## config.mk

```make
export PLATFORM = sky130hd
export DESIGN_NAME = pulse_trigger_timer
export DESIGN_NICKNAME = d
export VERILOG_FILES = /design/src/rtl/core/ptt_pkg.sv /design/src/rtl/core/ptt_csr.sv /design/src/rtl/core/ptt_step.sv /design/src/rtl/core/pulse_trigger_timer.sv
export SDC_FILE = /design/constraint.sdc
export NUM_CORES = 1
export LEC_CHECK = 0
export ABC_AREA = 1
export ABC_CLOCK_PERIOD_IN_PS = 4400
export BUFFER_PORTS_ARGS = -buffer_cell sky130_fd_sc_hd__buf_2
export CORE_AREA = 5 5 117 119
export DETAILED_ROUTE_END_ITERATION = 6
export DIE_AREA = 0 0 122 124
export GPL_TIMING_DRIVEN = 0
export HOLD_SLACK_MARGIN = 0.06
export PLACE_DENSITY_LB_ADDON = 0.1
export SETUP_SLACK_MARGIN = 0.3
export SYNTH_ARGS = -nofsm -noshare
export SYNTH_HDL_FRONTEND = slang
export SYNTH_SLANG_ARGS = --single-unit
```

## constraint.sdc

```tcl
create_clock -name clock -period 4.4 [get_ports clock]
set_input_delay 0.44 -clock clock [delete_from_list [all_inputs] [get_ports clock]]
set_output_delay 0.44 -clock clock [all_outputs]
set_load 0.1 [all_outputs]
```

## src/rtl/core/ptt_pkg.sv

```systemverilog
// Shared types and command codes for the pulse trigger timer.
package ptt_pkg;

   localparam int TimeWidth = 32;

   // Command codes carried in the request beat
   localparam logic [1:0] CMD_TICK    = 2'd0;
   localparam logic [1:0] CMD_TRIGGER = 2'd1;
   localparam logic [1:0] CMD_WRITE   = 2'd2;
   localparam logic [1:0] CMD_RUN     = 2'd3;

   // Configuration register indexes
   localparam logic [1:0] REG_HIGH_TIME = 2'd0;
   localparam logic [1:0] REG_LOW_TIME  = 2'd1;
   localparam logic [1:0] REG_CONT_MODE = 2'd2;
   localparam logic [1:0] REG_IDLE_LVL  = 2'd3;

   typedef struct packed {
      logic [TimeWidth-1:0] high_time;
      logic [TimeWidth-1:0] low_time;
      logic                 continuous_mode;
      logic                 idle_level;
   } ptt_cfg_type;

   typedef struct packed {
      logic                 out_level;
      logic [TimeWidth-1:0] elapsed_ticks;
      logic                 run_enable;
      logic                 trigger_pending;
   } ptt_state_type;

endpackage

```

## src/rtl/core/ptt_csr.sv

```systemverilog
// Configuration register file of the pulse trigger timer.
module ptt_csr (
   input  logic                clock,
   input  logic                reset,
   input  logic                csr_valid,
   input  logic [1:0]          csr_index,
   input  logic [31:0]         csr_wdata,
   output ptt_pkg::ptt_cfg_type cfg
);
   import ptt_pkg::*;

   ptt_cfg_type cfg_ff;
   ptt_cfg_type cfg_in;

   always_comb begin
      cfg_in = cfg_ff;
      if (csr_valid) begin
         unique case (csr_index)
            REG_HIGH_TIME: cfg_in.high_time       = csr_wdata[TimeWidth-1:0];
            REG_LOW_TIME:  cfg_in.low_time        = csr_wdata[TimeWidth-1:0];
            REG_CONT_MODE: cfg_in.continuous_mode = csr_wdata[0];
            REG_IDLE_LVL:  cfg_in.idle_level      = csr_wdata[0];
            default:       cfg_in = cfg_ff;
         endcase
      end
   end

   always_ff @(posedge clock) begin
      if (reset) begin
         cfg_ff <= '0;
      end else begin
         cfg_ff <= cfg_in;
      end
   end

   assign cfg = cfg_ff;

endmodule

```

## src/rtl/core/ptt_step.sv

```systemverilog
// Next-state and result logic for one command of the pulse trigger timer.
module ptt_step (
   input  ptt_pkg::ptt_cfg_type   cfg,
   input  ptt_pkg::ptt_state_type cur,
   input  logic [1:0]             cmd,
   input  logic                   value_bit,
   output ptt_pkg::ptt_state_type nxt,
   output logic                   changed
);
   import ptt_pkg::*;

   logic [TimeWidth-1:0] count_inc;
   logic [TimeWidth-1:0] limit;
   logic                 at_idle;
   logic                 expired;

   // Saturating increment, then compare against the time for the current phase
   assign count_inc = (&cur.elapsed_ticks) ? cur.elapsed_ticks
                                           : cur.elapsed_ticks + 1'b1;
   assign at_idle   = (cur.out_level == cfg.idle_level);
   assign limit     = cfg.continuous_mode ? (cur.out_level ? cfg.high_time : cfg.low_time)
                                          : (cfg.idle_level ? cfg.high_time : cfg.low_time);
   assign expired   = (count_inc >= limit);

   always_comb begin
      nxt     = cur;
      changed = 1'b0;
      unique case (cmd)
         CMD_TICK: begin
            nxt.elapsed_ticks = count_inc;
            if (cfg.continuous_mode) begin
               // halted at idle while run is off
               if (!(at_idle && !cur.run_enable) && expired) begin
                  nxt.out_level     = ~cur.out_level;
                  nxt.elapsed_ticks = '0;
                  changed           = 1'b1;
               end
            end else if (!at_idle) begin
               if (expired) begin
                  nxt.out_level     = cfg.idle_level;
                  nxt.elapsed_ticks = '0;
                  changed           = 1'b1;
               end
            end else if (cur.trigger_pending) begin
               nxt.out_level       = ~cfg.idle_level;
               nxt.trigger_pending = 1'b0;
               nxt.elapsed_ticks   = '0;
               changed             = 1'b1;
            end
         end
         CMD_TRIGGER: nxt.trigger_pending = 1'b1;
         CMD_WRITE:   nxt.out_level       = value_bit;
         CMD_RUN:     nxt.run_enable      = value_bit;
         default:     nxt = cur;
      endcase
   end

endmodule

```

## src/rtl/core/pulse_trigger_timer.sv

```systemverilog
// Top level of the pulse trigger timer: input stage, state update, result stage.
//
//   channel  direction  beat contents
//   req      in         tuser[1:0] cmd; tdata[0] value_bit
//   rsp      out        tdata[0] pin_level, tdata[1] changed
//   csr      in         csr_index register, csr_wdata value; always ready
//
// One beat per cycle sustained while rsp_tready is high.
// The step from the input register to the result register is a single 32-bit
// increment and compare. Reset clears state and configuration to zero.
// A stalled response holds one beat in the input register, then req_tready drops.
module pulse_trigger_timer (
   input  logic        clock,
   input  logic        reset,
   input  logic        req_tvalid,
   output logic        req_tready,
   input  logic [7:0]  req_tdata,   // [0] value_bit, [7:1] zero
   input  logic [1:0]  req_tuser,   // [1:0] cmd
   output logic        rsp_tvalid,
   input  logic        rsp_tready,
   output logic [7:0]  rsp_tdata,   // [0] pin_level, [1] changed, [7:2] zero
   input  logic        csr_valid,
   output logic        csr_ready,
   input  logic [1:0]  csr_index,
   input  logic [31:0] csr_wdata
);
   import ptt_pkg::*;

   ptt_cfg_type   cfg;
   ptt_state_type state_ff;
   ptt_state_type state_in;
   ptt_state_type state_nxt;

   logic       in_vld_ff;
   logic [1:0] in_cmd_ff;
   logic       in_bit_ff;
   logic       out_vld_ff;
   logic       out_lvl_ff;
   logic       out_chg_ff;
   logic       step_chg;
   logic       advance;

   assign csr_ready = 1'b1;

   ptt_csr u_csr (
      .clock     (clock),
      .reset     (reset),
      .csr_valid (csr_valid),
      .csr_index (csr_index),
      .csr_wdata (csr_wdata),
      .cfg       (cfg)
   );

   ptt_step u_step (
      .cfg       (cfg),
      .cur       (state_ff),
      .cmd       (in_cmd_ff),
      .value_bit (in_bit_ff),
      .nxt       (state_nxt),
      .changed   (step_chg)
   );

   // staged beat moves on when the result slot is free or draining
   assign advance    = in_vld_ff && (!out_vld_ff || rsp_tready);
   assign req_tready = !in_vld_ff || advance;
   assign state_in   = advance ? state_nxt : state_ff;

   always_ff @(posedge clock) begin
      if (reset) begin
         in_vld_ff  <= 1'b0;
         out_vld_ff <= 1'b0;
         state_ff   <= '0;
      end else begin
         state_ff <= state_in;
         if (req_tready) begin
            in_vld_ff <= req_tvalid;
         end
         if (advance) begin
            out_vld_ff <= 1'b1;
         end else if (rsp_tready) begin
            out_vld_ff <= 1'b0;
         end
      end
   end

   always_ff @(posedge clock) begin
      if (req_tready && req_tvalid) begin
         in_cmd_ff <= req_tuser;
         in_bit_ff <= req_tdata[0];
      end
      if (advance) begin
         out_lvl_ff <= state_nxt.out_level;
         out_chg_ff <= step_chg;
      end
   end

   assign rsp_tvalid = out_vld_ff;
   assign rsp_tdata  = {6'b0, out_chg_ff, out_lvl_ff};

`ifndef SYNTHESIS
   a_change_flips_level: assert property (@(posedge clock) disable iff (reset)
      advance && step_chg |=> state_ff.out_level != $past(state_ff.out_level))
      else $error("timed change did not flip the level");

   a_change_clears_count: assert property (@(posedge clock) disable iff (reset)
      advance && step_chg |=> state_ff.elapsed_ticks == '0)
      else $error("elapsed count not cleared on timed change");

   a_trigger_latched: assert property (@(posedge clock) disable iff (reset)
      advance && in_cmd_ff == CMD_TRIGGER |=> state_ff.trigger_pending)
      else $error("trigger not latched");

   a_staged_beat_kept: assert property (@(posedge clock) disable iff (reset)
      in_vld_ff && !advance |=> in_vld_ff && $stable(in_cmd_ff) && $stable(in_bit_ff))
      else $error("staged beat lost while result stalled");

   a_state_idle_hold: assert property (@(posedge clock) disable iff (reset)
      !advance |=> state_ff == $past(state_ff))
      else $error("state changed without a beat");
`endif

endmodule

```

# Yosys cells after proc, flatten, opt, wreduce, memory -nomap -nowiden
# Index checks and enable logic that the tools add are counted.
[word_totals]
regBits = 108
in_bits = 49
out_inout_bits = 11
[classes]
bitwise_logic = 2
reduce_logical = 22
add_sub_neg = 1
muxes = 20
n_eq_ne = 9
n_lt_le_gt_ge = 1
[ops]
columns = ["op", "count"]
rows = [
  ["$mux W33", 5],
  ["$mux W32", 4],
  ["$add A32 B1 Y32 const B", 1],
  ["$ge A32 B32 Y1", 1],
  ["$reduce_and A32 Y1", 1],
  ["$reduce_and A2 Y1", 6],
  ["$mux W1", 9],
  ["$eq A2 B2 Y1 const B", 4],
  ["$eq A2 B1 Y1 const B", 2],
  ["$logic_and A1 B1 Y1", 4],
  ["$logic_not A1 Y1", 4],
  ["$logic_not A2 Y1", 2],
  ["$pmux W1 S2", 2],
  ["$reduce_and A4 Y1", 1],
  ["$reduce_bool A2 Y1", 2],
  ["$logic_or A1 B1 Y1", 2],
  ["$ne A2 B1 Y1 const B", 1],
  ["$ne A2 B2 Y1 const B", 1],
  ["$not A1 Y1", 2],
  ["$eq A1 B1 Y1", 1],
]

# Logic depth before layout (Yosys ltp)
# Gate-level depths: netlist of run 1.
[logic_depth]
word_depth = 7
mapped_depth = 29
ltp_nobuf = 29

# Cells and area by module
# From an unflattened synthesis of run 1, not the netlist that was laid out.
[hier_totals]
hier_cells = 1329
hier_area_um2 = 8242.9
[modules_own_cells]
columns = ["mod", "area_each_um2", "n_inst", "cells_each"]
rows = [
  ["ptt_step", 3399.5, 1, 643],
  ["ptt_csr", 2837.7, 1, 429],
  ["pulse_trigger_timer", 2005.7, 1, 257],
]

# Least setup slack after synthesis of run 1
# Ideal clock, no wire load.
[synth_timing]
path_kind = "register to register"
startpoint = "register state_ff[2] in the netlist's numbering"
endpoint = "register out_chg_ff (data pin)"
period_less_slack_ps = 3212
setup_ps = 252
path_stages_with_launch = 24
arrival_time_ps = 2960
path_buffers = 2
setup_slack_ps = 1188
cell_sequence = "dfxtp_1 -> ha_1 -> nand2_1 -> nor2_4 -> inv_2 -> nor4_4 -> nand4_4 -> buf_6 -> nand3_1 -> ha_1 -> nand2_1 -> inv_1 -> nand2_1 -> nand2_1 -> nor2_1 -> nand2_1 -> nand2_1 -> nand2_1 -> nand2_1 -> nand2_1 -> a31oi_1 -> and2_1 -> buf_4 -> nor2_1"
[synth_between]
elab_chain_len = 6
elab_cells_between_ends = 9
cone_classes = "add/sub: 1; order compare: 1; mux: 5; reduce/logical: 2"
[synth_rtl]
columns = ["item", "line_no", "rtl"]
rows = [
  ["start, declared", "pulse_trigger_timer.sv:30", "ptt_state_type state_ff;"],
  ["start signal, assigned", "pulse_trigger_timer.sv:74", "state_ff <= state_in;"],
  ["$add A32 B1 Y32 or $reduce_and A32 Y1 (tied branches)", "ptt_step.sv:19, ptt_step.sv:18", ""],
  ["$mux W32 (*)", "ptt_step.sv:18", "assign count_inc = (&cur.elapsed_ticks) ? cur.elapsed_ticks"],
  ["$ge A32 B32 Y1 (*)", "ptt_step.sv:23", "assign expired = (count_inc >= limit);"],
  ["$mux W1 or $logic_and A1 B1 Y1 (tied branches)", "ptt_step.sv:39, ptt_step.sv:33", ""],
  ["$mux W1, on equally long branches", "ptt_step.sv:38, ptt_step.sv:33", ""],
  ["$mux W1 (*)", "ptt_step.sv:31", "if (cfg.continuous_mode) begin"],
  ["end signal, assigned", "pulse_trigger_timer.sv:93", "out_chg_ff <= step_chg;"],
  ["end, declared", "pulse_trigger_timer.sv:39", "logic out_chg_ff;"],
]
# Mark *: on every way between the ends. The rest lies on a longest branch, timed or not.
# A chain may end at the register's enable or synchronous reset.

# Final worst setup path of run 1
[layout_timing]
startpoint = "register state_ff[6] in the netlist's numbering"
endpoint = "register out_chg_ff (data pin)"
# The elaborated chain is that of the path after synthesis.

==> results of run 1 <==
==> timing repair <==
item | CTS | global route
hold buffers | 0 | 0
resized for setup | 0 | 4
setup buffers | 0 | 3
setup endpoints to repair | 0 | 28
==> registers in the layout (all words and copies together), names as in the netlist <==
name,flops
in_vld_ff,1
rsp_tvalid,1
out_chg_ff,1
in_cmd_ff,2
in_bit_ff,1
u_csr.cfg,66
out_lvl_ff,1
state_ff,35
==> placed cells by master, fill, tap and decap left out, drive strengths merged, types with 10 or more instances in the layout <==
master    n
nor2    167
ha       33
xor2     15
dfxtp   103
a32o     31
inv      60
buf      70
or2      10
o21ai    99
nand4    21
a21oi    87
nor3     23
nand2   241
clkbuf   53
nand3    22
==> cells by family after synthesis <==
| kind of cell | share of synthesized area [%] |
|---|---|
| AO/OA/AOI/OAI | 19.2 |
| XOR/XNOR | 2.75 |
| adder cells (fa/ha/maj) | 6.18 |
| buffers and inverters | 7.86 |
| flip-flops | 33.1 |
| other | 0.112 |
| AND/OR/NAND/NOR | 30.9 |
==> final cells by class <==
| class | instances | share of cell area (%) |
|---|---|---|
| multi-input cells | 777 | 53.1 |
| flip-flops and latches | 108 | 29.5 |
| plain buffers | 65 | 4.04 |
| repair buffers | 47 | 3.40 |
| clock buffers | 11 | 3.37 |
| inverters | 60 | 3.00 |
| well taps | 172 | 2.87 |
| clock inverters | 4 | 0.750 |
==> worst max-delay path: stages (launching register included) <==
cell and delay (ps):
dfxtp_1 410, nand2_1 210, nor2_1 280, nand2_1 200, nor2_1 240, nand2_1 110
or2_2 280, nand3_1 120, ha_1 260, a21oi_1 150, o21a_1 130, nand2_1 50
a21oi_1 120, nand2_1 180, a31oi_2 250, and2_1 250, buf_4 210, nor2_1 60
==> per-stage QoR <==
stage / utilization (%) / cell area (µm²)
global route: 60.2 / 7500
detailed placement: 57.3 / 7140
floorplan: - / 6700
global placement: 57.3 / 7140
finish: 60.2 / 7500
CTS: 59.7 / 7450
==> how the worst min path moves through the flow <==
stage	startpoint	end	slack (ps)	depth (start not counted)
3_5_place_dp	state_ff[0]$_SDFFE_PP0P_	state_ff[0]$_SDFFE_PP0P_	470	2
6_report	req_tdata[0]	in_bit_ff$_DFFE_PP_	260	1
2_1_floorplan	state_ff[0]$_SDFFE_PP0P_	state_ff[0]$_SDFFE_PP0P_	440	2
5_1_grt	req_tdata[0]	in_bit_ff$_DFFE_PP_	240	1
3_3_place_gp	state_ff[0]$_SDFFE_PP0P_	state_ff[0]$_SDFFE_PP0P_	460	2
4_1_cts	req_tuser[1]	in_cmd_ff[1]$_DFFE_PP_	240	1
==> metal layers <==
| layer | vias to the layer above | part of all wire (%) | global-route usage, % |
|---|---|---|---|
| met5 | - | 0 | 0 |
| met4 | 0 | 1.9 | 7.70 |
| met3 | 30 | 6.5 | 4.63 |
| met2 | 239 | 46 | 45.3 |
| met1 | 3084 | 46 | 36.6 |
| li1 | 3476 | - | - |
==> power by group <==
part / leakage, nW / total [mW] / internal (mW) / switching [mW]
Clock: 0.152 / 0.864 / 0.474 / 0.390
Sequential: 0.888 / 1.06 / 1.03 / 0.0344
Combinational: 2.10 / 0.408 / 0.138 / 0.270
==> results.py, run 1 <==
metrics = {
    "critical_path": {
        "r2r-start": "state_ff[6]$_SDFFE_PP0P_",
        "path_max_fanout": 10,
        "worstSetupEndpoint": "out_chg_ff$_SDFFCE_PN0P_",
        "crit_path_end_kind": "flop",
        "startpoint_type": "flop",
        "required_ps": 4510,
        "worst_ep_arrival_time_ps": 3870,
        "critical_path_class": "reg -> reg",
        "reg2reg_slack_ps": 640,
        "r2r_cells": 17,
        "timing.rr.end": "out_chg_ff$_SDFFCE_PN0P_",
        "startpoint": "state_ff[6]$_SDFFE_PP0P_",
    },
    "route": {
        "route.detailed.drc": 1,
        "avgRoutedWirePerCell_um": 16.0,
        "first_pass_iters": 7,
        "vias": 6829,
        "drtAntennaViolNets": 0,
        "vias_per_cell": 5.49,
        "wl_mm": 19.9,
        "drt_iter0_markers": 662,
    },
    "timing": {
        "min_period_ps": 3760,
        "worst_slack_ps": 638,
        "rsz0062_at_grt": "no",
        "hold_slack_ps": 259,
        "relSlewSlack_pct": 37.8,
        "maxSlewViolCount": 0,
        "fin_setup_tns_ps": 0,
        "skew_ps": 11.8,
        "tightest_slew_ps": 925,
        "max_freq_mhz": 266,
        "fin_crit_sh_pct": 85.5,
        "setup_violations": 0,
        "hold_viol": 0,
    },
    "pwr": {
        "power.density_mw_per_mm2": 311,
        "finalPower_mw": 2.33,
        "p_leak_nw": 3.14,
        "ir_worst_vdd_uv": 209,
    },
    "clock_network": {
        "cts_sinks": 108,
        "path_clk_slew_ps": 70,
        "cts_buffers": 9,
        "clock_latency_ps": 360,
        "clockRootBuffer": "clkbuf_16",
        "cts_max_level": 3,
        "cts_tree": "yes",
        "clk_path_buf_depth": 2,
    },
    "finish": {
        "n_antenna_cell": 0,
        "area_growth_pct": 12.2,
        "final.fill_count": 1235,
        "final_nets": 1150,
        "drive_gt1_share_pct": 9.33,
        "stdcell_count": 1244,
        "seq_area_mm2": 0.00221,
        "multiInputGateArea_mm2": 0.00398,
    },
    "synthesis": {
        "synthCells": 1005,
        "synth_top_area_share_pct": 30.8,
        "async_flop_share_pct": 0,
        "synth_edf_count": 5,
        "synth_most_common_cell": "nand2_1",
        "synth.avg_cell_area_um2": 6.65,
        "synth_commonest_cells": "nand2_1 (241), nor2_1 (166), dfxtp_1 (103), o21ai_0 (98), a21oi_1 (87)",
        "ys_seq_elements": 108,
        "ys_warn_count": 0,
        "yosys.area.top_type": "dfxtp_1",
        "synth_cell_types": 34,
        "synth_area_mm2": 0.00668,
        "ys_seq_area_share_pct": 33.1,
        "ys.flop_type": "dfxtp_1",
        "synth_area_leaders": "dfxtp_1 (31%), nand2_1 (14%), nor2_1 (9.3%)",
    },
    "placed_design": {
        "numPortBuffers": 44,
        "gp_congestion": 0.929,
        "place_ws_ps": 451,
        "dp_hpwl_mm": 15.1,
        "dp_cells": 1226,
    },
    "grt": {
        "grt_pass1_wl_mm": 32.1,
        "grt_start_max_net_pins": 18,
        "grt_antenna_before_repair": 0,
        "grt_remaining_overflow": 0,
        "grt.total_usage_pct": 27.2,
        "grt_pass1_vias": 6139,
    },
    "status": {
        "violations": "design-rule violations",
        "outcome": "finished with violations",
    },
    "floorplan": {
        "fp.dieArea_mm2": 0.0151,
        "io-pin-count": 60,
        "coreArea_mm2": 0.0125,
        "start_util_pct": 53.6,
        "rows": 41,
        "die_w_um": 122,
        "die_h_um": 124,
    },
    "worst_hold_path": {
        "holdCritPathClass": "in -> reg",
    },
    "run": {
        "max_cap_violations": 0,
    },
}
Note: power is estimated with default switching activity, not from simulation.
==> run 2: changes to the inputs <==
- PLACE_DENSITY: default -> 0.73
- PLACE_DENSITY_LB_ADDON: 0.1 -> default
==> run 2 against run 1 <==
Effect of this change: the run now ends clean; sequential share of layout area increased by 0.11 points; final cell count about the same; clock skew decreased by 4.3 ps; critical path depth unchanged; combinational power increased by 2%; setup slack improved by 47 ps; utilization decreased by 0.23 points; via count increased by 0.91%; total power decreased by 2.8%.
==> results.py, run 2 (synthesis gave the netlist of run 1 again) <==
metrics = {
    "critical_path": {
        "startpoint_type": "flop",
        "critical_path_class": "reg -> reg",
        "r2r_cells": 17,
        "crit_path_end_kind": "flop",
        "path_max_fanout": 10,
        "worst_ep_arrival_time_ps": 4000,
        "required_ps": 4680,
    },
    "grt": {
        "grt_remaining_overflow": 0,
        "grt_pass1_vias": 6309,
        "grt_antenna_before_repair": 0,
        "grt_start_max_net_pins": 18,
        "grt_pass1_wl_mm": 32.5,
        "grt.total_usage_pct": 27.5,
    },
    "floorplan": {
        "coreArea_mm2": 0.0125,
        "die_w_um": 122,
        "die_h_um": 124,
        "fp.dieArea_mm2": 0.0151,
        "start_util_pct": 53.6,
        "io-pin-count": 60,
        "rows": 41,
    },
    "timing": {
        "setup_violations": 0,
        "worst_slack_ps": 685,
        "max_freq_mhz": 269,
        "tightest_slew_ps": 1020,
        "hold_viol": 0,
        "fin_setup_tns_ps": 0,
        "fin_crit_sh_pct": 84.4,
        "min_period_ps": 3710,
        "skew_ps": 7.54,
        "relSlewSlack_pct": 31.4,
        "maxSlewViolCount": 0,
        "rsz0062_at_grt": "no",
    },
    "worst_hold_path": {
        "holdCritPathClass": "in -> reg",
        "hold_depth": 1,
    },
    "route": {
        "avgRoutedWirePerCell_um": 16.0,
        "drt_iter0_markers": 834,
        "first_pass_iters": 5,
        "route.detailed.drc": 0,
        "drtAntennaViolNets": 0,
        "vias_per_cell": 5.53,
        "vias": 6891,
        "wl_mm": 19.9,
    },
    "clock_network": {
        "cts_buffers": 9,
        "clk_path_buf_depth": 2,
        "cts_tree": "yes",
        "postCtsHoldBufs": 0,
        "cts_max_level": 3,
        "path_clk_slew_ps": 70,
        "clock_latency_ps": 360,
        "cts_sinks": 108,
        "clockRootBuffer": "clkbuf_16",
    },
    "pwr": {
        "ir_worst_vdd_uv": 194,
        "power.density_mw_per_mm2": 304,
        "p_leak_nw": 3.12,
    },
    "finish": {
        "drive_gt1_share_pct": 9.69,
        "stdcell_count": 1245,
        "final_common_cell": "nand2_1",
        "largest_reg_flops": 66,
        "final_cell_mix": "nand2_1 (240), nor2_1 (166), dfxtp_1 (103)",
        "n_antenna_cell": 0,
        "final_nets": 1150,
        "area_growth_pct": 11.8,
    },
    "status": {
        "outcome": "completed",
    },
    "placed_design": {
        "place_ws_ps": 194,
        "dp_cells": 1226,
        "gp_congestion": 0.929,
        "numPortBuffers": 44,
        "dp_hpwl_mm": 15.3,
    },
    "run": {
        "max_cap_violations": 0,
    },
}
## run 2: cell type report
class	instances	area, µm²
timing repair buffer	47	243
multi-input combinational	777	4000
tap	172	215
clock inverter	6	40.0
sequential	108	2210
inverter	60	225
buffer	65	303
fill	1200	4990
clock buffer	10	239
## run 2: through the flow
step | area (µm²) | power, mW | utilization (%) | hold WS, ps
global placement | 7140 | 1.48 | 57.3 | 459
detailed placement | 7140 | 1.49 | 57.3 | 466
floorplan | 6700 | 1.37 | - | 444
finish | 7470 | 2.27 | 60.0 | 252
CTS | 7450 | 2.26 | 59.7 | 243
global route | 7470 | 2.36 | 60.0 | 240
## run 2: worst paths after layout
check                           start  slack, ps                         to
max          state_ff[2]$_SDFFE_PP0P_        690  state_ff[19]$_SDFFE_PP0P_
min                      req_tuser[0]        250     in_cmd_ff[0]$_DFFE_PP_
max reg2reg  state_ff[2]$_SDFFE_PP0P_        690  state_ff[19]$_SDFFE_PP0P_
min reg2reg  state_ff[0]$_SDFFE_PP0P_        470   state_ff[0]$_SDFFE_PP0P_
## run 2: timing repair
action                                  CTS  global route
pin swaps                                 1             1
resized for setup                         2             6
setup buffers                             2             1
endpoints found under the setup margin   17            33
## run 2: worst max-delay path: stages, from the launching register on
cell and delay, ps:
dfxtp_1 360, inv_1 160, nor3_4 290, inv_1 170, nor4_2 400, xor2_1 100
or2_2 310, ha_1 320, a21oi_1 130, o21a_1 120, nand2_1 60, a21oi_1 170
nand2_2 170, a31oi_4 220, and2_4 200, clkbuf_4 210, nand2_1 70, a21oi_1 150
## run 2: per-layer routing
metal / share of wire (%) / vias to the layer above / global-route usage, %
li1: - / 3470 / -
met1: 45 / 3114 / 37.0
met2: 44 / 265 / 44.3
met3: 7.9 / 42 / 5.95
met4: 2.6 / 0 / 8.26
met5: 0 / - / 0
## run 2: where the power goes
part / internal [mW] / switching [mW]
sequential: 1.03 / 0.0346
combinational: 0.140 / 0.275
clock: 0.399 / 0.392
total: 1.57 / 0.701
